$ cat src/rtl/sct_pkg.sv
// shared types, codes and helper functions of the shell command tokenizer
package sct_pkg;

  localparam int MAX_WORD  = 255;
  localparam int WLEN_W    = $clog2(MAX_WORD + 1);
  localparam int MAX_RES   = 4;
  localparam int RES_IDX_W = $clog2(MAX_RES);
  localparam int RES_CNT_W = $clog2(MAX_RES + 1);
  localparam int QDEPTH    = 4;
  localparam int QPTR_W    = $clog2(QDEPTH);
  localparam int QCNT_W    = $clog2(QDEPTH + 1);

  localparam logic [7:0] CH_NUL    = 8'h00;
  localparam logic [7:0] CH_SPACE  = 8'h20;
  localparam logic [7:0] CH_TAB    = 8'h09;
  localparam logic [7:0] CH_CR     = 8'h0d;
  localparam logic [7:0] CH_SQUOTE = 8'h27;
  localparam logic [7:0] CH_DQUOTE = 8'h22;
  localparam logic [7:0] CH_BSLASH = 8'h5c;
  localparam logic [7:0] CH_AMP    = 8'h26;
  localparam logic [7:0] CH_PIPE   = 8'h7c;
  localparam logic [7:0] CH_GT     = 8'h3e;
  localparam logic [7:0] CH_LT     = 8'h3c;
  localparam logic [7:0] CH_SEMI   = 8'h3b;
  localparam logic [7:0] CH_LPAR   = 8'h28;
  localparam logic [7:0] CH_RPAR   = 8'h29;

  typedef enum logic [3:0] {
    K_WBYTE   = 4'd0,
    K_WEND    = 4'd1,
    K_AND     = 4'd2,
    K_AMP     = 4'd3,
    K_OR      = 4'd4,
    K_PIPE    = 4'd5,
    K_SEMI    = 4'd6,
    K_LPAR    = 4'd7,
    K_RPAR    = 4'd8,
    K_GTGT    = 4'd9,
    K_GT      = 4'd10,
    K_HEREDOC = 4'd11,
    K_LT      = 4'd12,
    K_EOF     = 4'd13
  } kind_t;

  typedef enum logic [2:0] {
    OP_NONE = 3'd0,
    OP_AMP  = 3'd1,
    OP_PIPE = 3'd2,
    OP_GT   = 3'd3,
    OP_LT   = 3'd4
  } op_t;

  typedef enum logic [1:0] {
    Q_NONE   = 2'd0,
    Q_SINGLE = 2'd1,
    Q_DOUBLE = 2'd2
  } quote_t;

  typedef struct packed {
    kind_t      kind;
    logic [7:0] ch;
    logic       trunc;
  } tok_t;

  // all results of one item, in order
  typedef struct packed {
    tok_t [MAX_RES-1:0]   toks;
    logic [RES_CNT_W-1:0] cnt;
  } bundle_t;

  function automatic bundle_t push_tok(bundle_t b, kind_t k, logic [7:0] c, logic t);
    bundle_t r;
    r = b;
    if (r.cnt < RES_CNT_W'(MAX_RES)) begin
      r.toks[r.cnt[RES_IDX_W-1:0]] = '{kind: k, ch: c, trunc: t};
      r.cnt = r.cnt + RES_CNT_W'(1);
    end
    return r;
  endfunction

  function automatic logic [7:0] pair_char(op_t op);
    logic [7:0] r;
    case (op)
      OP_AMP:  r = CH_AMP;
      OP_PIPE: r = CH_PIPE;
      OP_GT:   r = CH_GT;
      OP_LT:   r = CH_LT;
      default: r = CH_NUL;
    endcase
    return r;
  endfunction

  function automatic kind_t single_kind(op_t op);
    kind_t r;
    case (op)
      OP_AMP:  r = K_AMP;
      OP_PIPE: r = K_PIPE;
      OP_GT:   r = K_GT;
      default: r = K_LT;
    endcase
    return r;
  endfunction

  function automatic kind_t double_kind(op_t op);
    kind_t r;
    case (op)
      OP_AMP:  r = K_AND;
      OP_PIPE: r = K_OR;
      OP_GT:   r = K_GTGT;
      default: r = K_HEREDOC;
    endcase
    return r;
  endfunction

endpackage

$ cat src/rtl/sct_in_if.sv
// input channel: one line byte per item
interface sct_in_if;
  logic       valid;
  logic       ready;
  logic [7:0] char_in;
  logic       char_valid;
  logic       line_end;

  modport source(output valid, output char_in, output char_valid, output line_end,
                 input ready);
  modport sink(input valid, input char_in, input char_valid, input line_end,
               output ready);
endinterface

$ cat src/rtl/sct_out_if.sv
// output channel: one token result per item
interface sct_out_if;
  logic       valid;
  logic       ready;
  logic [3:0] kind;
  logic [7:0] char_out;
  logic       truncated;
  logic       last;

  modport source(output valid, output kind, output char_out, output truncated,
                 output last, input ready);
  modport sink(input valid, input kind, input char_out, input truncated,
               input last, output ready);
endinterface

$ cat src/rtl/sct_front.sv
// lexer front: classifies each byte, updates lexer state, builds the result bundle
module sct_front (
  input  logic            clk,
  input  logic            rst,
  sct_in_if.sink          char_ch,
  input  logic            q_full,
  output logic            q_push,
  output sct_pkg::bundle_t q_data
);

  sct_pkg::quote_t             quote_mode, quote_mode_next;
  logic                        escape_pending, escape_pending_next;
  sct_pkg::op_t                pend_op, pend_op_next;
  logic                        word_open, word_open_next;
  logic [sct_pkg::WLEN_W-1:0]  word_len, word_len_next;
  logic                        word_trunc, word_trunc_next;
  logic                        line_done, line_done_next;

  sct_pkg::bundle_t bundle;
  logic [7:0]       c;
  logic             accept;
  logic             is_nul;
  logic             finish;
  logic             wb;
  logic             handled;
  logic             blank, punct, opchar;

  assign c             = char_ch.char_in;
  assign char_ch.ready = !q_full;
  assign accept        = char_ch.valid && char_ch.ready;
  assign is_nul        = char_ch.char_valid && (c == sct_pkg::CH_NUL);
  assign finish        = char_ch.line_end || is_nul;

  assign blank  = (c inside {[sct_pkg::CH_TAB:sct_pkg::CH_CR], sct_pkg::CH_SPACE});
  assign punct  = (c inside {sct_pkg::CH_SEMI, sct_pkg::CH_LPAR, sct_pkg::CH_RPAR});
  assign opchar = (c inside {sct_pkg::CH_AMP, sct_pkg::CH_PIPE, sct_pkg::CH_GT,
                             sct_pkg::CH_LT});

  always_comb begin
    quote_mode_next     = quote_mode;
    escape_pending_next = escape_pending;
    pend_op_next        = pend_op;
    word_open_next      = word_open;
    word_len_next       = word_len;
    word_trunc_next     = word_trunc;
    line_done_next      = line_done;
    bundle              = '0;
    wb                  = 1'b0;
    handled             = 1'b0;

    if (line_done) begin
      // rest of line after a nul byte is dropped
      if (char_ch.line_end) begin
        line_done_next = 1'b0;
      end
    end else begin
      if (char_ch.char_valid && !is_nul) begin
        if (quote_mode == sct_pkg::Q_SINGLE) begin
          if (c == sct_pkg::CH_SQUOTE) begin
            quote_mode_next = sct_pkg::Q_NONE;
          end else begin
            wb = 1'b1;
          end
        end else if (quote_mode == sct_pkg::Q_DOUBLE) begin
          if (escape_pending) begin
            wb                  = 1'b1;
            escape_pending_next = 1'b0;
          end else if (c == sct_pkg::CH_BSLASH) begin
            escape_pending_next = 1'b1;
          end else if (c == sct_pkg::CH_DQUOTE) begin
            quote_mode_next = sct_pkg::Q_NONE;
          end else begin
            wb = 1'b1;
          end
        end else begin
          quote_mode_next = sct_pkg::Q_NONE;
          if (escape_pending) begin
            wb                  = 1'b1;
            escape_pending_next = 1'b0;
          end else begin
            if (pend_op != sct_pkg::OP_NONE) begin
              if (c == sct_pkg::pair_char(pend_op)) begin
                bundle  = sct_pkg::push_tok(bundle, sct_pkg::double_kind(pend_op), 8'h00,
                                            1'b0);
                handled = 1'b1;
              end else begin
                bundle = sct_pkg::push_tok(bundle, sct_pkg::single_kind(pend_op), 8'h00,
                                           1'b0);
              end
            end
            pend_op_next = sct_pkg::OP_NONE;
            if (!handled) begin
              if (blank || punct || opchar) begin
                // word end
                if (word_open_next) begin
                  bundle = sct_pkg::push_tok(bundle, sct_pkg::K_WEND, 8'h00, word_trunc_next);
                end
                word_open_next  = 1'b0;
                word_len_next   = '0;
                word_trunc_next = 1'b0;
              end
              if (punct) begin
                case (c)
                  sct_pkg::CH_SEMI:
                    bundle = sct_pkg::push_tok(bundle, sct_pkg::K_SEMI, 8'h00, 1'b0);
                  sct_pkg::CH_LPAR:
                    bundle = sct_pkg::push_tok(bundle, sct_pkg::K_LPAR, 8'h00, 1'b0);
                  default:
                    bundle = sct_pkg::push_tok(bundle, sct_pkg::K_RPAR, 8'h00, 1'b0);
                endcase
              end else if (opchar) begin
                case (c)
                  sct_pkg::CH_AMP:  pend_op_next = sct_pkg::OP_AMP;
                  sct_pkg::CH_PIPE: pend_op_next = sct_pkg::OP_PIPE;
                  sct_pkg::CH_GT:   pend_op_next = sct_pkg::OP_GT;
                  default:          pend_op_next = sct_pkg::OP_LT;
                endcase
              end else if (!blank) begin
                case (c)
                  sct_pkg::CH_SQUOTE: begin
                    word_open_next  = 1'b1;
                    quote_mode_next = sct_pkg::Q_SINGLE;
                  end
                  sct_pkg::CH_DQUOTE: begin
                    word_open_next  = 1'b1;
                    quote_mode_next = sct_pkg::Q_DOUBLE;
                  end
                  sct_pkg::CH_BSLASH: begin
                    word_open_next      = 1'b1;
                    escape_pending_next = 1'b1;
                  end
                  default: wb = 1'b1;
                endcase
              end
            end
          end
        end
        // word byte, dropped past the bound
        if (wb) begin
          word_open_next = 1'b1;
          if (word_len_next < sct_pkg::WLEN_W'(sct_pkg::MAX_WORD)) begin
            bundle        = sct_pkg::push_tok(bundle, sct_pkg::K_WBYTE, c, 1'b0);
            word_len_next = word_len_next + sct_pkg::WLEN_W'(1);
          end else begin
            word_trunc_next = 1'b1;
          end
        end
      end

      if (finish) begin
        // dangling backslash becomes a literal byte
        if (escape_pending_next) begin
          word_open_next = 1'b1;
          if (word_len_next < sct_pkg::WLEN_W'(sct_pkg::MAX_WORD)) begin
            bundle = sct_pkg::push_tok(bundle, sct_pkg::K_WBYTE, sct_pkg::CH_BSLASH, 1'b0);
          end else begin
            word_trunc_next = 1'b1;
          end
        end
        if (word_open_next) begin
          bundle = sct_pkg::push_tok(bundle, sct_pkg::K_WEND, 8'h00, word_trunc_next);
        end
        if (pend_op_next != sct_pkg::OP_NONE) begin
          bundle = sct_pkg::push_tok(bundle, sct_pkg::single_kind(pend_op_next), 8'h00, 1'b0);
        end
        bundle              = sct_pkg::push_tok(bundle, sct_pkg::K_EOF, 8'h00, 1'b0);
        quote_mode_next     = sct_pkg::Q_NONE;
        escape_pending_next = 1'b0;
        pend_op_next        = sct_pkg::OP_NONE;
        word_open_next      = 1'b0;
        word_len_next       = '0;
        word_trunc_next     = 1'b0;
        line_done_next      = is_nul && !char_ch.line_end;
      end
    end
  end

  assign q_push = accept && (bundle.cnt != '0);
  assign q_data = bundle;

  always_ff @(posedge clk) begin
    if (rst) begin
      quote_mode     <= sct_pkg::Q_NONE;
      escape_pending <= 1'b0;
      pend_op        <= sct_pkg::OP_NONE;
      word_open      <= 1'b0;
      word_len       <= '0;
      word_trunc     <= 1'b0;
      line_done      <= 1'b0;
    end else if (accept) begin
      quote_mode     <= quote_mode_next;
      escape_pending <= escape_pending_next;
      pend_op        <= pend_op_next;
      word_open      <= word_open_next;
      word_len       <= word_len_next;
      word_trunc     <= word_trunc_next;
      line_done      <= line_done_next;
    end
  end

  a_line_done_clean: assert property (@(posedge clk) disable iff (rst)
    line_done |-> (quote_mode == sct_pkg::Q_NONE) && !word_open && !escape_pending &&
                  (pend_op == sct_pkg::OP_NONE))
    else $error("lexer state not cleared while skipping rest of line");

endmodule

$ cat src/rtl/sct_queue.sv
// short bundle queue between lexer front and result serializer
module sct_queue (
  input  logic             clk,
  input  logic             rst,
  input  logic             push,
  input  sct_pkg::bundle_t wr_data,
  output logic             full,
  input  logic             pop,
  output logic             avail,
  output sct_pkg::bundle_t head
);

  sct_pkg::bundle_t            slots [sct_pkg::QDEPTH];
  logic [sct_pkg::QPTR_W-1:0]  wr_ptr;
  logic [sct_pkg::QPTR_W-1:0]  rd_ptr;
  logic [sct_pkg::QCNT_W-1:0]  count;

  assign full  = (count == sct_pkg::QCNT_W'(sct_pkg::QDEPTH));
  assign avail = (count != '0);
  assign head  = slots[rd_ptr];

  always_ff @(posedge clk) begin
    if (push) begin
      slots[wr_ptr] <= wr_data;
    end
  end

  always_ff @(posedge clk) begin
    if (rst) begin
      wr_ptr <= '0;
      rd_ptr <= '0;
      count  <= '0;
    end else begin
      if (push) begin
        wr_ptr <= wr_ptr + sct_pkg::QPTR_W'(1);
      end
      if (pop) begin
        rd_ptr <= rd_ptr + sct_pkg::QPTR_W'(1);
      end
      if (push && !pop) begin
        count <= count + sct_pkg::QCNT_W'(1);
      end else if (pop && !push) begin
        count <= count - sct_pkg::QCNT_W'(1);
      end
    end
  end

  a_no_overflow: assert property (@(posedge clk) disable iff (rst) push |-> !full)
    else $error("push into full queue");
  a_no_underflow: assert property (@(posedge clk) disable iff (rst) pop |-> avail)
    else $error("pop from empty queue");
  a_count_range: assert property (@(posedge clk) disable iff (rst)
    count <= sct_pkg::QCNT_W'(sct_pkg::QDEPTH))
    else $error("queue count out of range");

endmodule

$ cat src/rtl/sct_back.sv
// result serializer: walks one bundle a result per cycle while tok_ch is ready and marks the last
module sct_back (
  input  logic             clk,
  input  logic             rst,
  input  logic             q_avail,
  input  sct_pkg::bundle_t q_head,
  output logic             q_pop,
  sct_out_if.source        tok_ch
);

  sct_pkg::bundle_t                cur;
  logic                            cur_valid;
  logic [sct_pkg::RES_IDX_W-1:0]   idx;
  sct_pkg::tok_t                   tok;
  logic                            is_last;
  logic                            done;
  logic                            load;

  assign tok     = cur.toks[idx];
  assign is_last = ({1'b0, idx} + sct_pkg::RES_CNT_W'(1)) == cur.cnt;
  assign done    = tok_ch.valid && tok_ch.ready && is_last;
  assign load    = !cur_valid || done;
  assign q_pop   = load && q_avail;

  assign tok_ch.valid     = cur_valid;
  assign tok_ch.kind      = tok.kind;
  assign tok_ch.char_out  = tok.ch;
  assign tok_ch.truncated = tok.trunc;
  assign tok_ch.last      = is_last;

  always_ff @(posedge clk) begin
    if (q_pop) begin
      cur <= q_head;
    end
  end

  always_ff @(posedge clk) begin
    if (rst) begin
      cur_valid <= 1'b0;
      idx       <= '0;
    end else if (q_pop) begin
      cur_valid <= 1'b1;
      idx       <= '0;
    end else if (done) begin
      cur_valid <= 1'b0;
      idx       <= '0;
    end else if (tok_ch.valid && tok_ch.ready) begin
      idx <= idx + sct_pkg::RES_IDX_W'(1);
    end
  end

  a_bundle_nonempty: assert property (@(posedge clk) disable iff (rst)
    cur_valid |-> (cur.cnt != '0) && ({1'b0, idx} < cur.cnt))
    else $error("serializer index outside its bundle");

endmodule

$ cat src/rtl/shell_command_tokenizer.sv
// top level of the shell command tokenizer
//
// Lexes a command line fed one byte per item on char_ch and streams tokens on
// tok_ch. Outside quotes, blanks split words and && & || | ; ( ) >> > << < are
// recognized, with a one-operator hold register deciding two-byte forms on the
// next byte. Word bytes come out one per result as they arrive, a word end
// (with truncated set if bytes past the length bound were dropped) closes each
// word, and every line closes with an eof result; a nul byte ends the line
// early and the rest up to the line_end item is ignored. last marks the final
// result of each input item. Rate: the front takes one item per cycle while
// the queue is not full and turns it into a bundle of up to four results; a
// four-entry bundle queue feeds the serializer, which sends one result per
// cycle while tok_ch is ready. So items that each cause at most one result
// flow at one per cycle, an item causing k results holds the output for all k,
// and the queue absorbs bursts so that input stalls only once four bundles
// wait. An item's first result passes a queue slot, then the serializer register.
module shell_command_tokenizer (
  input  logic      clk,
  input  logic      rst,
  sct_in_if.sink    char_ch,
  sct_out_if.source tok_ch
);

  // front to queue
  logic             q_push;
  logic             q_full;
  sct_pkg::bundle_t q_wr;

  // queue to serializer
  logic             q_pop;
  logic             q_avail;
  sct_pkg::bundle_t q_head;

  sct_front u_front (
    .clk     (clk),
    .rst     (rst),
    .char_ch (char_ch),
    .q_full  (q_full),
    .q_push  (q_push),
    .q_data  (q_wr)
  );

  sct_queue u_queue (
    .clk     (clk),
    .rst     (rst),
    .push    (q_push),
    .wr_data (q_wr),
    .full    (q_full),
    .pop     (q_pop),
    .avail   (q_avail),
    .head    (q_head)
  );

  sct_back u_back (
    .clk     (clk),
    .rst     (rst),
    .q_avail (q_avail),
    .q_head  (q_head),
    .q_pop   (q_pop),
    .tok_ch  (tok_ch)
  );

endmodule

$ cat src/flat_wrapper.sv
// flat-port wrapper written by rule: the top's interface ports become plain ports
module shell_command_tokenizer_flat 
  (clk, rst, char_ch_valid, char_ch_char_in, char_ch_char_valid, char_ch_line_end, char_ch_ready, tok_ch_valid, tok_ch_kind, tok_ch_char_out, tok_ch_truncated, tok_ch_last, tok_ch_ready);
  sct_in_if char_ch_i ();
  sct_out_if tok_ch_i ();
  input  logic clk;
  input  logic rst;
  input wire logic [$bits(char_ch_i.valid)-1:0] char_ch_valid;
  input wire logic [$bits(char_ch_i.char_in)-1:0] char_ch_char_in;
  input wire logic [$bits(char_ch_i.char_valid)-1:0] char_ch_char_valid;
  input wire logic [$bits(char_ch_i.line_end)-1:0] char_ch_line_end;
  output wire logic [$bits(char_ch_i.ready)-1:0] char_ch_ready;
  output wire logic [$bits(tok_ch_i.valid)-1:0] tok_ch_valid;
  output wire logic [$bits(tok_ch_i.kind)-1:0] tok_ch_kind;
  output wire logic [$bits(tok_ch_i.char_out)-1:0] tok_ch_char_out;
  output wire logic [$bits(tok_ch_i.truncated)-1:0] tok_ch_truncated;
  output wire logic [$bits(tok_ch_i.last)-1:0] tok_ch_last;
  input wire logic [$bits(tok_ch_i.ready)-1:0] tok_ch_ready;
  assign char_ch_i.valid = char_ch_valid;
  assign char_ch_i.char_in = char_ch_char_in;
  assign char_ch_i.char_valid = char_ch_char_valid;
  assign char_ch_i.line_end = char_ch_line_end;
  assign char_ch_ready = char_ch_i.ready;
  assign tok_ch_valid = tok_ch_i.valid;
  assign tok_ch_kind = tok_ch_i.kind;
  assign tok_ch_char_out = tok_ch_i.char_out;
  assign tok_ch_truncated = tok_ch_i.truncated;
  assign tok_ch_last = tok_ch_i.last;
  assign tok_ch_i.ready = tok_ch_ready;
  shell_command_tokenizer u_core (.clk(clk), .rst(rst), .char_ch(char_ch_i), .tok_ch(tok_ch_i));
endmodule
$ cat config.mk
export PLATFORM = sky130hd
export DESIGN_NAME = shell_command_tokenizer_flat
export DESIGN_NICKNAME = d
export VERILOG_FILES = /design/src/rtl/sct_pkg.sv /design/src/rtl/sct_in_if.sv /design/src/rtl/sct_out_if.sv /design/src/rtl/sct_front.sv /design/src/rtl/sct_queue.sv /design/src/rtl/sct_back.sv /design/src/rtl/shell_command_tokenizer.sv /design/src/flat_wrapper.sv
export SDC_FILE = /design/constraint.sdc
export NUM_CORES = 1
export LEC_CHECK = 0
export ABC_CLOCK_PERIOD_IN_PS = 13400
export BUFFER_PORTS_ARGS = -buffer_cell sky130_fd_sc_hd__buf_2
export CAP_MARGIN = 20
export CORE_MARGIN = 4
export CORE_UTILIZATION = 45
export DETAILED_ROUTE_END_ITERATION = 7
export GPL_TIMING_DRIVEN = 0
export PLACE_DENSITY_LB_ADDON = 0.15
export SYNTH_ARGS = -nofsm -noshare
export SYNTH_HDL_FRONTEND = slang
export SYNTH_HIERARCHICAL = 1
export SYNTH_SLANG_ARGS = --single-unit
$ cat constraint.sdc
create_clock -name clk -period 13.4 [get_ports clk]
set_input_delay 0.67 -clock clk [delete_from_list [all_inputs] [get_ports clk]]
set_output_delay 0.67 -clock clk [all_outputs]
set_load 0.1 [all_outputs]
### Word-level counts from Yosys, hierarchy flattened

Memories as Yosys holds them, arrays and structs flattened. A register that Yosys moved wholly into a read port is not among the register bits.
Cells that the tools add are included.
W data, S select, Z words.

* reduce and logical (&&, ||, !) cells: 43
* multiplexer cells: 187
* magnitude comparators: 26
* add/sub/neg operators: 14
* bitwise gates (word level): 16
* eq/ne operators: 27

Operators with widths (count)
* $mux W55: 45
* $bwmux W52: 4
* $demux W13 S2: 7
* $mux W8: 18
* $pmux W55 S2: 1
* $mux W13: 8
* $and A40 B40 Y40: 2
* $not A40 Y40: 2
* $eq A8 B6 Y1 const B: 9
* $mux W1: 68
* $and A48 B48 Y48: 1
* $not A48 Y48: 1
* $and A44 B44 Y44: 1
* $not A44 Y44: 1
* $and A36 B36 Y36: 1
* $not A36 Y36: 1
* $pmux W4 S3: 3
* $mux W3: 11
* $mux W16: 2
* $pmux W7 S4: 1
* $bmux W13 S2: 1
* $mux W2: 13
* $add A3 B1 Y3 const B: 8
* $lt A2 B3 Y1 const B: 8
* 38 further kinds: 96

* bits of input ports: 14
* bits in writable memories: 220
* memories kept: 1
* output and inout bits: 16
* register bits: 27
* logic and storage cells: 326

Memory list
* u_core.u_queue.slots: depth 4, bits a word 55, read ports 1, clocked after Yosys merged registers in 1, write ports 1, RTL line sct_queue.sv:13 `sct_pkg::bundle_t slots [sct_pkg::QDEPTH];`

### Longest topological paths before layout

* depth in word-level cells: 99
* mapped depth: 36
* gate-level depth less buffers: 34

### Modules after synthesis

Netlist, hierarchy kept.

Modules (own cells, without submodules)
* sct_queue: cells an instance 331, instances 1, seq. area each 6786.5 um2, area each 8435.6 um2
* sct_front: cells an instance 603, instances 1, seq. area each 340.3 um2, area each 3947.5 um2
* sct_back: cells an instance 93, instances 1, seq. area each 1711.6 um2, area each 2212.1 um2

### Worst setup path before layout

No wires, ideal clock.

* kind: input to register
* start: input port char_ch_char_in[3]
* end: memory u_core/u_queue/slots[0][0] (netlist name), enable pin
* buffers on the path: 2
* data required time: 12.982 ns
* arrival: 7.515 ns
* stages: 28
* path slack: 5.467 ns
* setup time: 0.418 ns
* path through: buf_2 > buf_1 > nand4_1 > a31oi_1 > nor2_1 > nor3_1 > nor2b_1 > ha_1 > nand4_1 > nor2_1 > and2_1 > nor2_1 > mux2i_1 > o32a_1 > a22oi_1 > o41ai_1 > nor2_1 > mux2i_1 > ha_1 > inv_1 > a21o_1 > inv_1 > ha_1 > o21ai_0 > ha_1 > a221oi_1 > o31a_1 > and2_1

* cells in the longest elaborated chain, start to end: 52
* elaborated cells between the ends (all ways): 151
* classes of those cells: 7 x add/sub; 10 x order compare; 12 x eq/ne; 107 x mux; 15 x reduce/logical

Ends and longest elaborated chain
* from (decl): RTL line flat_wrapper.sv:9 `input wire logic [$bits(char_ch_i.char_in)-1:0] char_ch_char_in;`
* $ge A8 B4 Y1 / $le A8 B4 Y1 (equally long branches): RTL line sct_front.sv:34 `assign blank = (c inside {[sct_pkg::CH_TAB:sct_pkg::CH_CR], sct_pkg::CH_SPACE});`
* $logic_and A1 B1 Y1: RTL line sct_front.sv:34
* $reduce_bool A2 Y1: RTL line sct_front.sv:34
* $logic_or A1 B1 Y1 (2 in a row): RTL line sct_front.sv:93 `if (blank || punct || opchar) begin`
* $mux W55: RTL line sct_front.sv:93
* $mux W55: RTL line sct_front.sv:92 `if (!handled) begin`
* $mux W55: RTL line sct_front.sv:77 `if (escape_pending) begin`
* $mux W55: RTL line sct_front.sv:64 `end else if (quote_mode == sct_pkg::Q_DOUBLE) begin`
* [... 36 more ...]
* $mux W55: RTL line sct_pkg.sv:74 `if (r.cnt < RES_CNT_W'(MAX_RES)) begin`
* $mux W55 *: RTL line sct_front.sv:150 `if (finish) begin`
* $mux W55 *: RTL line sct_front.sv:51 `if (line_done) begin`
* $reduce_bool A3 Y1 *: RTL line sct_front.sv:178 `assign q_push = accept && (bundle.cnt != '0);`
* $logic_and A1 B1 Y1 *: RTL line sct_front.sv:178
* net u_core.q_push: RTL line shell_command_tokenizer.sv:25 `logic q_push;`
* $mux W1 *: RTL line sct_queue.sv:23 `if (push) begin`
* $mux W1 (implied by the code) *: RTL line sct_queue.sv:24 `slots[wr_ptr] <= wr_data;`
* to (decl): RTL line sct_queue.sv:13

Mark *: on every way through the listed nets, which the timed path passes. The rest lies on a longest branch. The select of a mux whose other input is x is not followed.

### Worst setup path after layout

* start: input port char_ch_char_in[3]
* end: register u_core/u_queue/count[2] (netlist name)

* cells in the longest elaborated chain, start to end: 53
* elaborated cells between the ends (all ways): 154
* classes of those cells: 7 x add/sub; 10 x order compare; 12 x eq/ne; 106 x mux; 19 x reduce/logical

Ends and longest elaborated chain
* $ge A8 B4 Y1 / $le A8 B4 Y1 (equally long branches): RTL line sct_front.sv:34
* $logic_and A1 B1 Y1: RTL line sct_front.sv:34
* $reduce_bool A2 Y1: RTL line sct_front.sv:34
* $logic_or A1 B1 Y1 (2 in a row): RTL line sct_front.sv:93
* $mux W55: RTL line sct_front.sv:93
* $mux W55: RTL line sct_front.sv:92
* $mux W55: RTL line sct_front.sv:77
* $mux W55: RTL line sct_front.sv:64
* [... 37 more ...]
* $mux W55 *: RTL line sct_front.sv:150
* $mux W55 *: RTL line sct_front.sv:51
* $reduce_bool A3 Y1 *: RTL line sct_front.sv:178
* $logic_and A1 B1 Y1 *: RTL line sct_front.sv:178
* net u_core.q_push: RTL line shell_command_tokenizer.sv:25
* $logic_not A1 Y1: RTL line sct_queue.sv:42 `end else if (pop && !push) begin`
* $logic_and A1 B1 Y1: RTL line sct_queue.sv:42
* $reduce_bool A2 Y1 (no line)
* to (signal assigned): RTL line sct_queue.sv:41 `count <= count + sct_pkg::QCNT_W'(1);`
* to (signal assigned): RTL line sct_queue.sv:43 `count <= count - sct_pkg::QCNT_W'(1);`
* to (decl): RTL line sct_queue.sv:16 `logic [sct_pkg::QCNT_W-1:0] count;`

Marks and branches as above.
A chain may end at the register's enable or synchronous reset.

==> impl_metrics.prom <==
# TYPE chip_impl_metric gauge
chip_impl_info{name="outcome",value="completed"} 1
chip_impl_metric{name="fp.dieArea",unit="um^2"} 35400
chip_impl_info{name="cts_tree",value="yes"} 1
chip_impl_info{name="hp-class",value="in2reg"} 1
chip_impl_metric{name="worst_reg_to_reg_cells",unit=""} 35
chip_impl_metric{name="route.met3.wl",unit="mm"} 2.01
chip_impl_metric{name="ctsHoldBuffers",unit=""} 0
chip_impl_info{name="worst_setup_path_start_kind",value="input pin"} 1
chip_impl_metric{name="post-route-min-period",unit="ns"} 9.18
chip_impl_metric{name="numCtsBuffers",unit=""} 34
chip_impl_metric{name="timing.critical_path.buf_inv",unit=""} 6
chip_impl_metric{name="first_pass_grt_wire_length",unit="mm"} 55.8
chip_impl_metric{name="fillers",unit=""} 2647
chip_impl_metric{name="critPathArrivalTime",unit="ns"} 9.62
chip_impl_metric{name="critical-path-max-stage-delay",unit="ns"} 0.90
chip_impl_info{name="worst-setup-path-type",value="in2reg"} 1
chip_impl_metric{name="setup-violations-final",unit=""} 0
chip_impl_metric{name="post-route-drc-count",unit=""} 0
chip_impl_metric{name="ys_ff_latch",unit=""} 304
chip_impl_metric{name="clk_transition_reported_paths",unit="ns"} 0.06
chip_impl_metric{name="area.sequential",unit="um^2"} 8840
chip_impl_metric{name="globalplace.congestion",unit=""} 0.920
chip_impl_metric{name="final_nets",unit=""} 1136
chip_impl_metric{name="syn2layout_area_growth",unit="%"} 13.2
chip_impl_metric{name="detailed_route_wire_length",unit="mm"} 36.3
chip_impl_metric{name="power_density",unit="nW/um^2"} 186
chip_impl_info{name="post-synth-top-count-cell",value="sky130_fd_sc_hd__edfxtp_1"} 1
chip_impl_metric{name="fp.dieH",unit="um"} 188
chip_impl_metric{name="slew_viol_final",unit=""} 0
chip_impl_metric{name="synth_area",unit="um^2"} 14600
chip_impl_metric{name="path_depth",unit=""} 34
chip_impl_metric{name="total_number_of_vias",unit=""} 9116
chip_impl_metric{name="clock-skew-final",unit="ns"} 0.0194
chip_impl_metric{name="p_leak",unit="nW"} 5.71
chip_impl_info{name="synth_top_flop_cell",value="sky130_fd_sc_hd__edfxtp_1"} 1
chip_impl_metric{name="horizontal_die_dimension",unit="um"} 188
chip_impl_info{name="worst_r2r_endpoint",value="u_core/u_queue/count[2]"} 1
chip_impl_metric{name="finalPower",unit="W"} 0.00307
chip_impl_metric{name="route.detailed.vias_per_inst",unit=""} 5.89
chip_impl_metric{name="synth_area_per_cell",unit="um^2"} 14.2
chip_impl_metric{name="floorplan.initialDensity",unit="%"} 45.9
chip_impl_metric{name="crit_path_max_fanout",unit=""} 10
chip_impl_info{name="list_of_most_frequent_post_synthesis_cells",value="sky130_fd_sc_hd__edfxtp_1, sky130_fd_sc_hd__nor2_1, sky130_fd_sc_hd__nand2_1, sky130_fd_sc_hd__mux4_2, sky130_fd_sc_hd__a21oi_1"} 1
chip_impl_metric{name="synth.distinct_cells",unit=""} 96
chip_impl_metric{name="n_antenna_cell",unit=""} 0
chip_impl_metric{name="cts-root-to-sink-buffers",unit=""} 3
chip_impl_metric{name="drt_first_pass_iters",unit=""} 5
chip_impl_metric{name="synth_nets",unit=""} 1074
chip_impl_metric{name="route.met2.wl",unit="mm"} 17.4
chip_impl_metric{name="postCtsResizedCells",unit=""} 0
chip_impl_metric{name="grt_start_max_net_pins",unit=""} 56
chip_impl_metric{name="final-instance-count-excl-fill",unit=""} 1549
chip_impl_metric{name="fin_crit_sh",unit="%"} 68.5
chip_impl_metric{name="r2r_slack",unit="ns"} 4.24
chip_impl_metric{name="drv_cap",unit=""} 0
chip_impl_info{name="library_cell_used_as_clock_root_buffer",value="sky130_fd_sc_hd__clkbuf_16"} 1
chip_impl_metric{name="clock_tree.htree_level_count",unit=""} 2
chip_impl_metric{name="core.rowCount",unit=""} 65
chip_impl_metric{name="tns",unit="ns"} 0
chip_impl_metric{name="synth_warnings",unit=""} 6
chip_impl_info{name="critical-path-top-delay-family",value="compound AO/OA/AOI/OAI gates"} 1
chip_impl_metric{name="final_layout_size_suffix_gt1_share",unit="%"} 18.4
chip_impl_metric{name="worst_case_vdd_ir_drop",unit="mV"} 0.115
chip_impl_metric{name="first_global_vias",unit=""} 9090
chip_impl_info{name="synth.top_cells.by_area",value="sky130_fd_sc_hd__edfxtp_1, sky130_fd_sc_hd__mux4_2, sky130_fd_sc_hd__dfxtp_1"} 1
chip_impl_metric{name="grt_use_total",unit="%"} 20.4
chip_impl_metric{name="post_synth_inst_count",unit=""} 1027
chip_impl_metric{name="critical_path_required",unit="ns"} 13.84
chip_impl_info{name="post-synth-top-area-cell",value="sky130_fd_sc_hd__edfxtp_1"} 1
chip_impl_info{name="grt_setup_unrepaired",value="false"} 1
chip_impl_info{name="worstReg2RegStart",value="u_core/u_front/pend_op[1]"} 1
chip_impl_metric{name="timing_hold_violations_final",unit=""} 0
chip_impl_metric{name="grt_antenna_before_repair",unit=""} 0
chip_impl_info{name="worst_setup_path_startpoint",value="char_ch_char_in[3]"} 1
chip_impl_metric{name="placement.io_buffers",unit=""} 25
chip_impl_metric{name="dpl.cell_count",unit=""} 1488
chip_impl_metric{name="met1_length",unit="mm"} 16.3
chip_impl_metric{name="placeableCoreArea",unit="um^2"} 31800
chip_impl_metric{name="global_route.overflow_total",unit=""} 0
chip_impl_metric{name="multi_input_area",unit="um^2"} 5260
chip_impl_metric{name="clock_latency",unit="ns"} 0.51
chip_impl_metric{name="dp.final_hpwl",unit="mm"} 24.4
chip_impl_metric{name="io_pins",unit=""} 30
chip_impl_metric{name="fmax",unit="MHz"} 109
chip_impl_metric{name="cts_setup_buffers",unit=""} 0
chip_impl_metric{name="placed_area",unit="um^2"} 15300
chip_impl_metric{name="seq_area_frac_synth",unit="%"} 60.6
chip_impl_info{name="critical-path-slowest-cell",value="sky130_fd_sc_hd__o41ai_1"} 1
chip_impl_metric{name="antenna_violating_nets_post_route",unit=""} 0
chip_impl_metric{name="tritoncts_num_sinks",unit=""} 304
chip_impl_metric{name="post_synth_edffs",unit=""} 275
chip_impl_metric{name="wire_per_inst",unit="um"} 23.4
chip_impl_metric{name="drt_iter0_drc",unit=""} 816
chip_impl_info{name="endpoint",value="u_core/u_queue/count[2]"} 1
chip_impl_metric{name="synth.top_cell.area_share",unit="%"} 56.6
chip_impl_metric{name="async_reset_ff_share",unit="%"} 0
chip_impl_info{name="route.top_layer_used",value="met4"} 1
chip_impl_metric{name="timing_worst_slew_pin_value",unit="ns"} 1.08
chip_impl_metric{name="postLayoutCellArea",unit="um^2"} 16500
chip_impl_info{name="crit_end_category",value="flip-flop"} 1
chip_impl_metric{name="worst_slew_margin_rel",unit="%"} 26.8
worst min path at each step:
stage,from,end,slack (ns),depth (start not counted)
after floorplan,u_core/u_front/quote_mode[1],u_core/u_front/quote_mode[1],0.44,2
after global placement,u_core/u_front/quote_mode[1],u_core/u_front/quote_mode[1],0.45,2
after detailed placement,u_core/u_front/quote_mode[1],u_core/u_front/quote_mode[1],0.46,2
after CTS,tok_ch_ready,u_core/u_back/tok_ch.valid,0.41,2
after global routing,char_ch_line_end,u_core/u_front/line_done,0.42,2
final,char_ch_line_end,u_core/u_front/line_done,0.43,2
kinds of logic after synthesis:
family / after synthesis / synth area share (%)
AOI/OAI and AO/OA: 196 / 9.70
xor gates and xnor gates: 13 / 0.832
adders and majority gates: 33 / 2.88
buffers and inverters: 93 / 3.52
DFF: 304 / 60.6
muxes: 78 / 11.5
and+or+nand+nor: 310 / 11.0
per-layer routing:
metal,GRT usage [%],up-vias
li1,-,4187
met1,29.1,4622
met2,33.7,261
met3,2.81,46
met4,4.52,0
met5,0,-
report_power, final:
part	leakage (nW)	total, W	switching, W	internal [W]
Clock	0.584	0.00100	0.000374	0.000626
Sequential	2.99	0.00128	0.0000456	0.00123
Combinational	2.14	0.000796	0.000538	0.000257
Total	5.71	0.00307	0.000957	0.00211
metrics by stage:
stage,utilization [%],hold WS [ns],setup WS (ns)
final,52.0,0.425,4.22
after global routing,52.0,0.424,3.64
after CTS,52.0,0.410,4.40
after detailed placement,48.1,0.457,3.87
after global placement,48.0,0.452,2.47
after floorplan,-,0.441,5.47
final cells by class:
| type | count | area share [%] |
|---|---|---|
| flip-flops and latches | 304 | 53.5 |
| inverters | 36 | 0.818 |
| repair buffers | 26 | 0.924 |
| plain buffers | 57 | 2.29 |
| clock inverters | 22 | 2.07 |
| clock buffers | 39 | 5.26 |
| multi-input cells | 630 | 31.8 |
| well taps | 435 | 3.29 |
cell usage in the layout, fill, tap and decap left out, drive strengths merged, types with 32 or more instances in the layout:
cell type	instances
nand3	39
ha	32
edfxtp	275
clkbuf	66
nor2	78
buf	56
inv	39
a21oi	60
nand2	61
mux4	68
sequential cells by signal, indices dropped and copies added (netlist names), named ones only:
register	cells
u_core/u_back/cur	55
u_core/u_queue/slots	220
u_core/u_front/word_trunc	1
u_core/u_front/quote_mode	2
u_core/u_queue/wr_ptr	2
u_core/u_back/idx	2
u_core/u_front/pend_op	3
u_core/u_queue/rd_ptr	2
u_core/u_back/tok_ch.valid	1
u_core/u_front/word_open	1
u_core/u_front/line_done	1
u_core/u_front/word_len	8
u_core/u_queue/count	3
u_core/u_front/escape_pending	1
worst reg2reg max path: cells and delay by family (launching register included):
family	cells	cell delay [ns]
compound gates	11	3.21
xor+xnor	2	0.56
fa+ha+maj	5	1.43
buf+inv	5	0.51
flops	1	0.30
mux	1	0.14
simple gates	11	2.95
Note: power is estimated with default switching activity, not from simulation.
